--- config.mk ---
export PLATFORM = sky130hd
export DESIGN_NAME = first_fit_free_list_allocator_core
export DESIGN_NICKNAME = d
export VERILOG_FILES = /design/src/design/ffa_pkg.sv /design/src/design/ffa_node_store.sv /design/src/design/first_fit_free_list_allocator_core.sv
export SDC_FILE = /design/constraint.sdc
export NUM_CORES = 2
export LEC_CHECK = 0
export ABC_AREA = 0
export BUFFER_PORTS_ARGS = -buffer_cell sky130_fd_sc_hd__buf_2
export CORE_MARGIN = 5
export CORE_UTILIZATION = 52
export DETAILED_ROUTE_END_ITERATION = 8
export PLACE_DENSITY = 0.67
export SYNTH_ARGS = -nofsm -noshare
export SYNTH_HDL_FRONTEND = slang
export SYNTH_SLANG_ARGS = --single-unit
export TNS_END_PERCENT = 1
--- constraint.sdc ---
create_clock -name aclk -period 21.3 [get_ports aclk]
set_input_delay 1.065 -clock aclk [delete_from_list [all_inputs] [get_ports aclk]]
set_output_delay 1.065 -clock aclk [all_outputs]
set_load 0.05 [all_outputs]
--- src/design/ffa_pkg.sv ---
// ----------------------------------------------------------------------------
// ffa_pkg
// Shared field widths, status codes and register indexes of the first-fit
// free-list allocator.
// ----------------------------------------------------------------------------
package ffa_pkg;

    // payload field widths
    localparam int OFF_W  = 32;
    localparam int SIZE_W = 16;
    localparam int CNT_W  = 16;
    localparam int STAT_W = 2;

    // configuration port
    localparam int CFG_IDX_W  = 8;
    localparam int CFG_DATA_W = 32;

    typedef enum logic [CFG_IDX_W-1:0] {
        CFG_START_END_OFFSET   = 8'd0,
        CFG_START_RECORD_COUNT = 8'd1
    } cfg_index_t;

    // result status codes
    typedef enum logic [STAT_W-1:0] {
        ST_REUSED   = 2'd0,
        ST_APPENDED = 2'd1,
        ST_LOADED   = 2'd2,
        ST_FULL     = 2'd3
    } status_t;

    // reset values of the configuration registers
    localparam logic [OFF_W-1:0] END_OFFSET_RESET = 32'd25;
    localparam logic [CNT_W-1:0] LIVE_RESET       = 16'd0;

endpackage

--- src/design/ffa_node_store.sv ---
// ----------------------------------------------------------------------------
// ffa_node_store
// Node table: one entry per slot holding block offset, block size and link.
// One write port, one read port with registered read data.
// ----------------------------------------------------------------------------
module ffa_node_store #(
    parameter int DEPTH  = 64,
    parameter int ADDR_W = 6,
    parameter int LINK_W = 7
) (
    input  logic                                            aclk,
    input  logic                                            rd_en,
    input  logic [ADDR_W-1:0]                               rd_addr,
    output logic [ffa_pkg::OFF_W+ffa_pkg::SIZE_W+LINK_W-1:0] rd_data,
    input  logic                                            wr_en,
    input  logic [ADDR_W-1:0]                               wr_addr,
    input  logic [ffa_pkg::OFF_W+ffa_pkg::SIZE_W+LINK_W-1:0] wr_data
);

    localparam int ENT_W = ffa_pkg::OFF_W + ffa_pkg::SIZE_W + LINK_W;

    logic [ENT_W-1:0] mem [DEPTH];
    logic [ENT_W-1:0] rd_data_reg;

    // write port
    always_ff @(posedge aclk) begin
        if (wr_en) begin
            mem[wr_addr] <= wr_data;
        end
    end

    // registered read port
    always_ff @(posedge aclk) begin
        if (rd_en) begin
            rd_data_reg <= mem[rd_addr];
        end
    end

    assign rd_data = rd_data_reg;

endmodule

--- src/design/first_fit_free_list_allocator_core.sv ---
// ----------------------------------------------------------------------------
// first_fit_free_list_allocator_core
// Free-list allocator: loads freed blocks at the list tail and places
// records first-fit, falling back to the end offset.
// ----------------------------------------------------------------------------
// Load: a full table goes straight to the result; else a slot comes from the fill
// counter or the pool chain, the old tail is linked and the new node written.
// Allocate walks the list entry by entry, bound by the single node-table read port.
// One item at a time: the next item is taken back in idle, after its result beat loads;
// a beat still waiting holds back the next. Reset sets pointers, counters and
// output valid; the node table is not cleared (slots: fill counter, free chain).
// ----------------------------------------------------------------------------
module first_fit_free_list_allocator_core #(
    parameter int FREE_SLOTS   = 64,
    parameter int PREFIX_BYTES = 5
) (
    input  logic                            aclk,
    input  logic                            aresetn,
    // input item: [31:0] free_offset, [47:32] free_size, [63:48] request_size
    input  logic                            s_tvalid,
    output logic                            s_tready,
    input  logic [63:0]                     s_tdata,
    // [0] mode
    input  logic                            s_tuser,
    // result: [31:0] place_offset, [47:32] slot_size, [63:48] pad_bytes,
    // [79:64] record_count, [95:80] removed_count, [96] list_empty
    output logic                            m_tvalid,
    input  logic                            m_tready,
    output logic [103:0]                    m_tdata,
    // [1:0] status
    output logic [1:0]                      m_tuser,
    // configuration write channel
    input  logic                            cfg_valid,
    output logic                            cfg_ready,
    input  logic [ffa_pkg::CFG_IDX_W-1:0]   cfg_index,
    input  logic [ffa_pkg::CFG_DATA_W-1:0]  cfg_data
);

    localparam int OFF_W  = ffa_pkg::OFF_W;
    localparam int SIZE_W = ffa_pkg::SIZE_W;
    localparam int CNT_W  = ffa_pkg::CNT_W;
    localparam int IW     = $clog2(FREE_SLOTS);
    localparam int SW     = $clog2(FREE_SLOTS + 1);
    localparam int ENT_W  = OFF_W + SIZE_W + SW;
    localparam logic [SW-1:0]    NONE   = SW'(FREE_SLOTS);
    localparam logic [OFF_W-1:0] PREFIX = OFF_W'(PREFIX_BYTES);

    typedef enum logic [10:0] {
        S_IDLE   = 11'b000_0000_0001,
        S_LOAD   = 11'b000_0000_0010,
        S_L_POP  = 11'b000_0000_0100,
        S_L_TAIL = 11'b000_0000_1000,
        S_L_TWR  = 11'b000_0001_0000,
        S_L_NEW  = 11'b000_0010_0000,
        S_A_STRT = 11'b000_0100_0000,
        S_A_CHK  = 11'b000_1000_0000,
        S_A_FREE = 11'b001_0000_0000,
        S_A_APP  = 11'b010_0000_0000,
        S_FINISH = 11'b100_0000_0000
    } state_t;

    state_t state_reg, state_next;

    // list and pool pointers, counters
    logic [SW-1:0]    head_reg, head_next;
    logic [SW-1:0]    tail_reg, tail_next;
    logic [SW-1:0]    pool_reg, pool_next;     // head of the chain of reused slots
    logic [SW-1:0]    fresh_reg, fresh_next;   // slots never handed out yet
    logic [SW-1:0]    len_reg, len_next;       // blocks on the free list
    logic [OFF_W-1:0] end_reg, end_next;
    logic [CNT_W-1:0] live_reg, live_next;

    // walk registers
    logic [SW-1:0]    cur_reg, cur_next;
    logic [SW-1:0]    prev_reg, prev_next;
    logic [ENT_W-1:0] prev_ent_reg, prev_ent_next;
    logic [SW-1:0]    slot_reg, slot_next;

    // latched item
    logic             mode_reg;
    logic [OFF_W-1:0] foff_reg;
    logic [SIZE_W-1:0] fsize_reg;
    logic [SIZE_W-1:0] req_reg;

    // result under construction
    ffa_pkg::status_t res_stat_reg, res_stat_next;
    logic [OFF_W-1:0]  res_off_reg, res_off_next;
    logic [SIZE_W-1:0] res_size_reg, res_size_next;
    logic [SIZE_W-1:0] res_pad_reg, res_pad_next;

    // output register
    logic         m_tvalid_reg;
    logic [103:0] m_tdata_reg;
    logic [1:0]   m_tuser_reg;

    // node table port
    logic             rd_en;
    logic [IW-1:0]    rd_addr;
    logic [ENT_W-1:0] rd_data;
    logic             wr_en;
    logic [IW-1:0]    wr_addr;
    logic [ENT_W-1:0] wr_data;

    logic [OFF_W-1:0]  rd_off;
    logic [SIZE_W-1:0] rd_size;
    logic [SW-1:0]     rd_link;
    logic              out_free;
    logic              cfg_fire;

    assign rd_off  = rd_data[OFF_W-1:0];
    assign rd_size = rd_data[OFF_W+SIZE_W-1:OFF_W];
    assign rd_link = rd_data[ENT_W-1:OFF_W+SIZE_W];

    assign s_tready  = (state_reg == S_IDLE);
    assign cfg_ready = (state_reg == S_IDLE) && !m_tvalid_reg;
    assign cfg_fire  = cfg_valid && cfg_ready;
    assign out_free  = !m_tvalid_reg || m_tready;

    ffa_node_store #(
        .DEPTH  (FREE_SLOTS),
        .ADDR_W (IW),
        .LINK_W (SW)
    ) u_store (
        .aclk    (aclk),
        .rd_en   (rd_en),
        .rd_addr (rd_addr),
        .rd_data (rd_data),
        .wr_en   (wr_en),
        .wr_addr (wr_addr),
        .wr_data (wr_data)
    );

    // saturating increment of the live record count
    function automatic logic [CNT_W-1:0] sat_inc(input logic [CNT_W-1:0] v);
        sat_inc = (v == {CNT_W{1'b1}}) ? v : v + 1'b1;
    endfunction

    // sequencer
    always_comb begin
        state_next    = state_reg;
        head_next     = head_reg;
        tail_next     = tail_reg;
        pool_next     = pool_reg;
        fresh_next    = fresh_reg;
        len_next      = len_reg;
        end_next      = end_reg;
        live_next     = live_reg;
        cur_next      = cur_reg;
        prev_next     = prev_reg;
        prev_ent_next = prev_ent_reg;
        slot_next     = slot_reg;
        res_stat_next = res_stat_reg;
        res_off_next  = res_off_reg;
        res_size_next = res_size_reg;
        res_pad_next  = res_pad_reg;
        rd_en         = 1'b0;
        rd_addr       = '0;
        wr_en         = 1'b0;
        wr_addr       = '0;
        wr_data       = '0;

        unique case (state_reg)
            S_IDLE: begin
                if (s_tvalid) begin
                    state_next = s_tuser ? S_A_STRT : S_LOAD;
                end
            end
            S_LOAD: begin
                res_off_next  = foff_reg;
                res_size_next = fsize_reg;
                res_pad_next  = '0;
                if (len_reg == NONE) begin
                    res_stat_next = ffa_pkg::ST_FULL;
                    state_next    = S_FINISH;
                end else if (fresh_reg != NONE) begin
                    slot_next  = fresh_reg;
                    fresh_next = fresh_reg + 1'b1;
                    state_next = S_L_TAIL;
                end else begin
                    slot_next  = pool_reg;
                    rd_en      = 1'b1;
                    rd_addr    = pool_reg[IW-1:0];
                    state_next = S_L_POP;
                end
            end
            S_L_POP: begin
                pool_next  = rd_link;
                state_next = S_L_TAIL;
            end
            S_L_TAIL: begin
                if (tail_reg != NONE) begin
                    rd_en      = 1'b1;
                    rd_addr    = tail_reg[IW-1:0];
                    state_next = S_L_TWR;
                end else begin
                    head_next  = slot_reg;
                    state_next = S_L_NEW;
                end
            end
            S_L_TWR: begin
                // link the old tail to the new slot
                wr_en      = 1'b1;
                wr_addr    = tail_reg[IW-1:0];
                wr_data    = {slot_reg, rd_size, rd_off};
                state_next = S_L_NEW;
            end
            S_L_NEW: begin
                wr_en         = 1'b1;
                wr_addr       = slot_reg[IW-1:0];
                wr_data       = {NONE, fsize_reg, foff_reg};
                tail_next     = slot_reg;
                len_next      = len_reg + 1'b1;
                res_stat_next = ffa_pkg::ST_LOADED;
                state_next    = S_FINISH;
            end
            S_A_STRT: begin
                if (head_reg == NONE) begin
                    state_next = S_A_APP;
                end else begin
                    rd_en      = 1'b1;
                    rd_addr    = head_reg[IW-1:0];
                    cur_next   = head_reg;
                    prev_next  = NONE;
                    state_next = S_A_CHK;
                end
            end
            S_A_CHK: begin
                if (req_reg <= rd_size) begin
                    // first fit: unlink the current entry
                    res_off_next  = rd_off;
                    res_size_next = rd_size;
                    res_pad_next  = rd_size - req_reg;
                    if (prev_reg != NONE) begin
                        wr_en   = 1'b1;
                        wr_addr = prev_reg[IW-1:0];
                        wr_data = {rd_link, prev_ent_reg[OFF_W+SIZE_W-1:0]};
                    end else begin
                        head_next = rd_link;
                    end
                    if (tail_reg == cur_reg) begin
                        tail_next = prev_reg;
                    end
                    state_next = S_A_FREE;
                end else begin
                    prev_next     = cur_reg;
                    prev_ent_next = rd_data;
                    cur_next      = rd_link;
                    if (rd_link == NONE) begin
                        state_next = S_A_APP;
                    end else begin
                        rd_en   = 1'b1;
                        rd_addr = rd_link[IW-1:0];
                    end
                end
            end
            S_A_FREE: begin
                // return the slot to the pool chain
                wr_en         = 1'b1;
                wr_addr       = cur_reg[IW-1:0];
                wr_data       = {pool_reg, {(OFF_W+SIZE_W){1'b0}}};
                pool_next     = cur_reg;
                len_next      = len_reg - 1'b1;
                live_next     = sat_inc(live_reg);
                res_stat_next = ffa_pkg::ST_REUSED;
                state_next    = S_FINISH;
            end
            S_A_APP: begin
                res_off_next  = end_reg;
                res_size_next = req_reg;
                res_pad_next  = '0;
                end_next      = end_reg + OFF_W'(req_reg) + PREFIX;
                live_next     = sat_inc(live_reg);
                res_stat_next = ffa_pkg::ST_APPENDED;
                state_next    = S_FINISH;
            end
            S_FINISH: begin
                if (out_free) begin
                    state_next = S_IDLE;
                end
            end
            default: begin
                state_next = S_IDLE;
            end
        endcase

        // configuration writes land in idle time only
        if (cfg_fire) begin
            case (cfg_index)
                ffa_pkg::CFG_START_END_OFFSET:   end_next  = cfg_data[OFF_W-1:0];
                ffa_pkg::CFG_START_RECORD_COUNT: live_next = cfg_data[CNT_W-1:0];
                default: ;
            endcase
        end
    end

    // control registers
    always_ff @(posedge aclk) begin
        if (!aresetn) begin
            state_reg <= S_IDLE;
            head_reg  <= NONE;
            tail_reg  <= NONE;
            pool_reg  <= NONE;
            fresh_reg <= '0;
            len_reg   <= '0;
            end_reg   <= ffa_pkg::END_OFFSET_RESET;
            live_reg  <= ffa_pkg::LIVE_RESET;
        end else begin
            state_reg <= state_next;
            head_reg  <= head_next;
            tail_reg  <= tail_next;
            pool_reg  <= pool_next;
            fresh_reg <= fresh_next;
            len_reg   <= len_next;
            end_reg   <= end_next;
            live_reg  <= live_next;
        end
    end

    // walk and result payload registers
    always_ff @(posedge aclk) begin
        cur_reg      <= cur_next;
        prev_reg     <= prev_next;
        prev_ent_reg <= prev_ent_next;
        slot_reg     <= slot_next;
        res_stat_reg <= res_stat_next;
        res_off_reg  <= res_off_next;
        res_size_reg <= res_size_next;
        res_pad_reg  <= res_pad_next;
        if (s_tvalid && s_tready) begin
            mode_reg  <= s_tuser;
            foff_reg  <= s_tdata[31:0];
            fsize_reg <= s_tdata[47:32];
            req_reg   <= s_tdata[63:48];
        end
    end

    // output register
    always_ff @(posedge aclk) begin
        if (!aresetn) begin
            m_tvalid_reg <= 1'b0;
        end else if (state_reg == S_FINISH && out_free) begin
            m_tvalid_reg <= 1'b1;
        end else if (m_tready) begin
            m_tvalid_reg <= 1'b0;
        end
    end

    always_ff @(posedge aclk) begin
        if (state_reg == S_FINISH && out_free) begin
            m_tuser_reg <= res_stat_reg;
            m_tdata_reg <= {7'd0, (head_reg == NONE),
                            {(CNT_W-SW){1'b0}}, len_reg,
                            live_reg, res_pad_reg, res_size_reg, res_off_reg};
        end
    end

    assign m_tvalid = m_tvalid_reg;
    assign m_tdata  = m_tdata_reg;
    assign m_tuser  = m_tuser_reg;

    // ------------------------------------------------------------------------
    // assertions
    // ------------------------------------------------------------------------

    // an empty list carries no removed blocks
    a_empty_count: assert property (@(posedge aclk) disable iff (!aresetn)
        (m_tvalid && m_tdata[96]) |-> (m_tdata[95:80] == 16'd0))
        else $error("list_empty with nonzero removed_count");

    // filler never exceeds the reused block size
    a_pad_bound: assert property (@(posedge aclk) disable iff (!aresetn)
        (m_tvalid && m_tuser == ffa_pkg::ST_REUSED) |-> (m_tdata[63:48] <= m_tdata[47:32]))
        else $error("pad_bytes larger than slot_size");

    // between items head, tail and length agree on an empty list
    a_idle_ptrs: assert property (@(posedge aclk) disable iff (!aresetn)
        (state_reg == S_IDLE) |-> (((head_reg == NONE) == (tail_reg == NONE))
                                   && ((head_reg == NONE) == (len_reg == '0))))
        else $error("free list pointers and length disagree");

    // a mode seen at accept picks the matching branch
    a_branch: assert property (@(posedge aclk) disable iff (!aresetn)
        (state_reg == S_LOAD) |-> !mode_reg)
        else $error("load branch entered for an allocate item");

endmodule

Word-level counts from Yosys, hierarchy flattened --
Memory sizes are Yosys's and may differ from the RTL's. A register that Yosys moved wholly into a read port is not among the register bits. Index checks and enable logic that the tools add are counted.
Cells by class: $add $sub $neg 7, multipliers 0, div/mod/pow operators 0, $lt $le $gt $ge 1, eq/ne operators 30, shifts and indexed selects 0, multiplexer cells 68, bitwise operators 2, reduce and logical (&&, ||, !) cells 30
Operator list (number):
- $pmux W55 S4 | 1
- $mux W32 | 4
- $mux W55 | 2
- $pmux W11 S9 | 1
- $mux W16 | 6
- $pmux W32 S3 | 1
- $pmux W7 S2 | 6
- $mux W7 | 11
- $mux W11 | 5
- $mux W6 | 9
- $pmux W16 S3 | 1
- $pmux W6 S4 | 2
- $add A32 B16 Y32 | 1
- $add A32 B3 Y32 const B | 1
- $pmux W16 S2 | 1
- $eq A7 B7 Y1 const B | 3
- $ne A7 B7 Y1 const B | 3
- $ne A2 B2 Y1 const B | 9
- $add A16 B1 Y16 const B | 1
- $eq A16 B16 Y1 const B | 1
- $le A16 B16 Y1 | 1
- $sub A16 B16 Y16 | 1
- $add A7 B1 Y7 const B | 2
- $reduce_bool A2 Y1 | 7
- 34 further kinds | 58
Word-level totals: flip-flop bits (word level) 384, latch bits 0, memory bits (writable) 3520, bits in read-only memories 0, bits of input ports 110, output and inout bits 109, memories kept 1
Memory list:
- u_store.mem | depth 64, width 55, rd ports 1, clocked after memory_dff 1, write ports 1, RTL line ffa_node_store.sv:22 | logic [ENT_W-1:0] mem [DEPTH];

Longest topological paths before layout --
depth after elaboration 6, depth in mapped cells 18, mapped depth without buffers 15

By module --
Synthesis repeated with hierarchy kept, for this count alone.
Unflattened totals: cell total of the unflattened synthesis 7288, area total of the unflattened synthesis 152418.7 um^2
Modules (own cells, without submodules):
- ffa_node_store | times used 1, cells an instance 5701, area each 134575.3 um^2, sequential area each 107353.0 um^2
- first_fit_free_list_allocator_core | times used 1, cells an instance 1587, area each 17843.4 um^2, sequential area each 10580.1 um^2

Least setup slack after synthesis --
Ideal clock, no wire load.
path kind reg2reg, start register req_reg[0], end memory u_store.mem[32][0] (netlist name), enable pin, arrival time 7848 ps, required time 20696 ps, path slack 12849 ps, cell stages (with the launch flop) 13, path buffers 1, period minus slack after synthesis 8451 ps, cell sequence edfxtp_1 > ha_1 > fa_1 > nor2b_1 > o31ai_1 > a21o_1 > a21o_1 > buf_2 > a21oi_1 > nand2_1 > a21oi_1 > nand2_1 > nor4_1
On the way: word-level cells in the longest chain between the ends 5
RTL lines:
- from (decl) | RTL line first_fit_free_list_allocator_core.sv:83 | logic [SIZE_W-1:0] req_reg;
- from (signal assigned) | RTL line first_fit_free_list_allocator_core.sv:333 | req_reg <= s_tdata[63:48];
- $le A16 B16 Y1 * | RTL line first_fit_free_list_allocator_core.sv:228 | if (req_reg <= rd_size) begin
- $mux W1 | RTL line first_fit_free_list_allocator_core.sv:228
- $pmux W1 S2 | RTL line first_fit_free_list_allocator_core.sv:162 | unique case (state_reg)
- $mux W1 | RTL line ffa_node_store.sv:27 | if (wr_en) begin
- $mux W1 (implied by the code) | RTL line ffa_node_store.sv:28 | mem[wr_addr] <= wr_data;
- to (decl) | RTL line ffa_node_store.sv:22
Every way passes the cells marked *; elsewhere a longest branch is shown, timed or not.

Worst setup path in the final report --
start register state_reg[0], end register u_store.rd_data_reg[47], in the netlist u_store.rd_data[47] (read register of u_store.mem), data pin
On the way: word-level cells in the longest chain between the ends 2
RTL lines:
- from (decl) | RTL line first_fit_free_list_allocator_core.sv:62 | state_t state_reg, state_next;
- from (signal assigned) | RTL line first_fit_free_list_allocator_core.sv:308 | state_reg <= state_next;
- $eq A11 B8 Y1 (tied with other cells) | RTL line first_fit_free_list_allocator_core.sv:162
- $pmux W6 S4 / $pmux W1 S4 (equally long branches) | RTL line first_fit_free_list_allocator_core.sv:162
- to (decl) | RTL line ffa_node_store.sv:23 | logic [ENT_W-1:0] rd_data_reg;
Several ways; a longest one is shown, not always the timed one. A chain may end at the register's enable or synchronous reset.

==> metrics.yaml <==
run_status:
  outcome: "complete, but fails checks"
  violations: "design-rule violations"
grt:
  gr-total-overflow: 0
  grt_pass1_vias: 82000
  grt_usage_pct: 29.7
  grt_max_degree: 135
  grt_antenna_before_repair: 29
  grt_pass1_wl_um: 640000
worst_setup_path:
  reg2reg_setup_slack_ns: 13.26
  cp-endpoint: "u_store.rd_data[47]"
  worstRegToRegCells: 13
  crit_type: "reg -> reg"
  cp-start-kind: "register"
  cp_max_fo: 134
  crit_slowest_cell: "a41o_4"
  rr_startpoint: "state_reg[0]"
  r2r_end: "u_store.rd_data[47]"
  crit_chain: "nor4_2, nand2_1, nor3_4, buf_4, a41o_4, buf_12, buf_12, buf_4, mux4_2, a22oi_1, a21oi_1, nor2_1, nand2_1"
  cpPeakStageDelay_ns: 0.89
  cp-end-kind: "register"
  cp.arrival_ns: 8.54
  crit_required_ns: 21.80
  startpoint: "state_reg[0]"
floorplan:
  rows: 199
  die-area_um2: 305000
  start_util_pct: 52.1
  die_w_um: 552
  die_h_um: 552
  core_area_um2: 293000
  ios: 219
finish:
  design_area_um2: 172000
  syn2layout_area_growth_pct: 12.8
  drive_above_1_share_pct: 22.3
  largest_reg_flops: 3520
  final_cells: 12500
  fin_nets: 8441
  fill_cells: 21000
clocking:
  htree_num_levels: 5
  clockRootBuffer: "clkbuf_16"
  cts_buffer_depth: 4
  post_cts_buffers: 0
  cts.sinks: 3959
  cts_tree: "yes"
  cts_hold_buf: 0
  clock_latency_ns: 0.93
  cts_made_buffers: 386
  path_clk_slew_ns: 0.06
  cts_resized: 0
synthesis:
  synthCells: 7838
  ys_ff_latch: 3959
  avgSynthCellArea_um2: 19.5
  synth_edf_count: 3864
  yosysMostFrequentCell: "edfxtp_1"
  syn_area_um2: 153000
  netlist.area_leader.share_pct: 75.9
  synth_seq_area_share_pct: 77.1
  ys_warn_count: 0
  synth_common_cells: "edfxtp_1, mux4_2, nand2_1"
  synthArstFlopShare_pct: 0
  synth_area_leader_cell: "edfxtp_1"
  synthTopCellsByArea: "edfxtp_1, mux4_2, a22oi_1"
  synth_ff_type: "edfxtp_1"
  ys_types: 84
place:
  dp_hpwl_um: 249000
  portBuffers: 202
  dp_cells: 11800
  gp_congestion: 0.948
  dpl-instance-area_um2: 160000
pwr:
  p_sw_mw: 3.02
  p_sw_share_pct: 19.7
  p_comb_share_pct: 0.7
  powerDensity_nw_per_um2: 89.2
  p_int_mw: 12.4
  peakVddDrop_mv: 0.0714
  p_leak_nw: 53.4
  p_seq_share_pct: 55.0
  clkPwrFrac_pct: 44.3
routing:
  drt_iter0_markers: 14800
  post-route-drc-count: 4
  first_pass_iters: 9
  vias: 85100
  wl_per_cell_um: 36.9
  ant_nets: 0
  wirelength_um: 462000
  via_per_inst: 6.80
timing:
  rsz0062_at_grt: "false"
  finalMaxSlewViolations: 0
  slew-limit-headroom_pct: 10.3
  timing.fmax_mhz: 124
  fin_crit_ns: 8.04
  hold_viol: 0
  skew_ns: 0.0791
  final.setup.tns_ns: 0
  worst_pin_slew_ns: 1.34
  finalCritPeriodShare_pct: 37.8
  setup_viol: 0
hold_path:
  min-delay-path-class: "in -> reg"
job:
  max-cap-violations: 0
per-layer routing:
metal / wire length, µm / GRT usage [%] / up-vias
met4: 22300 / 12.2 / 16
li1: - / - / 33100
met5: 103 / 0 / -
met1: 165000 / 41.0 / 44300
met2: 212000 / 45.5 / 6607
met3: 62400 / 7.82 / 1137
worst max-delay path, delay by kind of cell (launching register included):
kind                   cells  cell delay [ns]
AO/OA/AOI/OAI              3             1.24
buffers and inverters      4             2.66
AND/OR/NAND/NOR            5             2.47
multiplexers               1             0.40
flip-flops                 1             0.38
power groups by stage:
stage / registers, mW / clock network (mW) / logic (mW)
floorplan: 8.61 / 0 / 0.0704
global placement: 8.62 / 0 / 0.112
detailed placement: 8.62 / 0 / 0.112
CTS: 8.45 / 6.86 / 0.113
global route: 8.45 / 7.21 / 0.123
finish: 8.46 / 6.81 / 0.115
cell families after synthesis:
group,count (synthesis),share of synthesized area (%)
xor+xnor,72,0.412
simple gates,1296,3.82
other cells,1,0.00245
mux,825,11.6
compound gates,1074,4.96
fa+ha+maj,59,0.498
flops,3959,77.1
buf+inv,552,1.56
through the flow:
| stage | total power, mW | setup slack (ns) | hold slack (ns) | utilization, % |
|---|---|---|---|---|
| after CTS | 15.4 | 13.57 | 0.262 | 58.8 |
| after detailed placement | 8.73 | 13.60 | 0.405 | 54.5 |
| after global routing | 15.8 | 13.03 | 0.292 | 58.8 |
| final | 15.4 | 13.26 | 0.323 | 58.8 |
| after floorplan | 8.68 | 12.85 | 0.400 | - |
| after global placement | 8.73 | 13.55 | 0.401 | 54.5 |
cells in the final DEF, fill, tap and decap left out, types with 20 or more instances in the layout:
cell / instances
and3_1: 30
a31oi_1: 20
clkbuf_1: 71
nor2_1: 212
clkbuf_16: 389
a21o_1: 25
nor2b_1: 44
nor3_1: 46
xnor2_1: 36
dfxtp_1: 95
a221o_1: 25
inv_1: 88
mux2i_1: 60
and2_1: 25
buf_4: 276
edfxtp_1: 3864
buf_2: 204
mux4_2: 758
a311oi_1: 24
bufinv_16: 43
a21oi_1: 252
a211oi_1: 90
a22oi_1: 395
nand3_1: 212
o21ai_0: 61
nand2_1: 546
a222oi_1: 58
nand4_1: 24
ha_1: 56
xor2_1: 36
clkinv_2: 55
clkinv_1: 87
nor2_4: 70
worst min path at each step:
stage	start	end	slack, ns	cells after the start
3_3_place_gp	res_off_reg[30]	m_tdata[30]	0.40	0
6_report	s_tdata[29]	foff_reg[29]	0.32	1
3_5_place_dp	res_off_reg[14]	m_tdata[14]	0.40	0
5_1_grt	s_tdata[28]	foff_reg[28]	0.29	1
4_1_cts	s_tdata[29]	foff_reg[29]	0.26	1
2_1_floorplan	res_off_reg[0]	m_tdata[0]	0.40	0
layout make-up:
type | count | area [µm²] | area share, %
flip-flops and latches | 3959 | 118000 | 68.4
multi-input cells | 3342 | 33500 | 19.4
clock buffers | 460 | 10000 | 5.80
well taps | 3919 | 4900 | 2.84
repair buffers | 488 | 3250 | 1.89
clock inverters | 232 | 2480 | 1.44
inverters | 95 | 357 | 0.207
diodes | 12 | 30.0 | 0.0174
No activity file was read; power rests on OpenSTA's default activity.
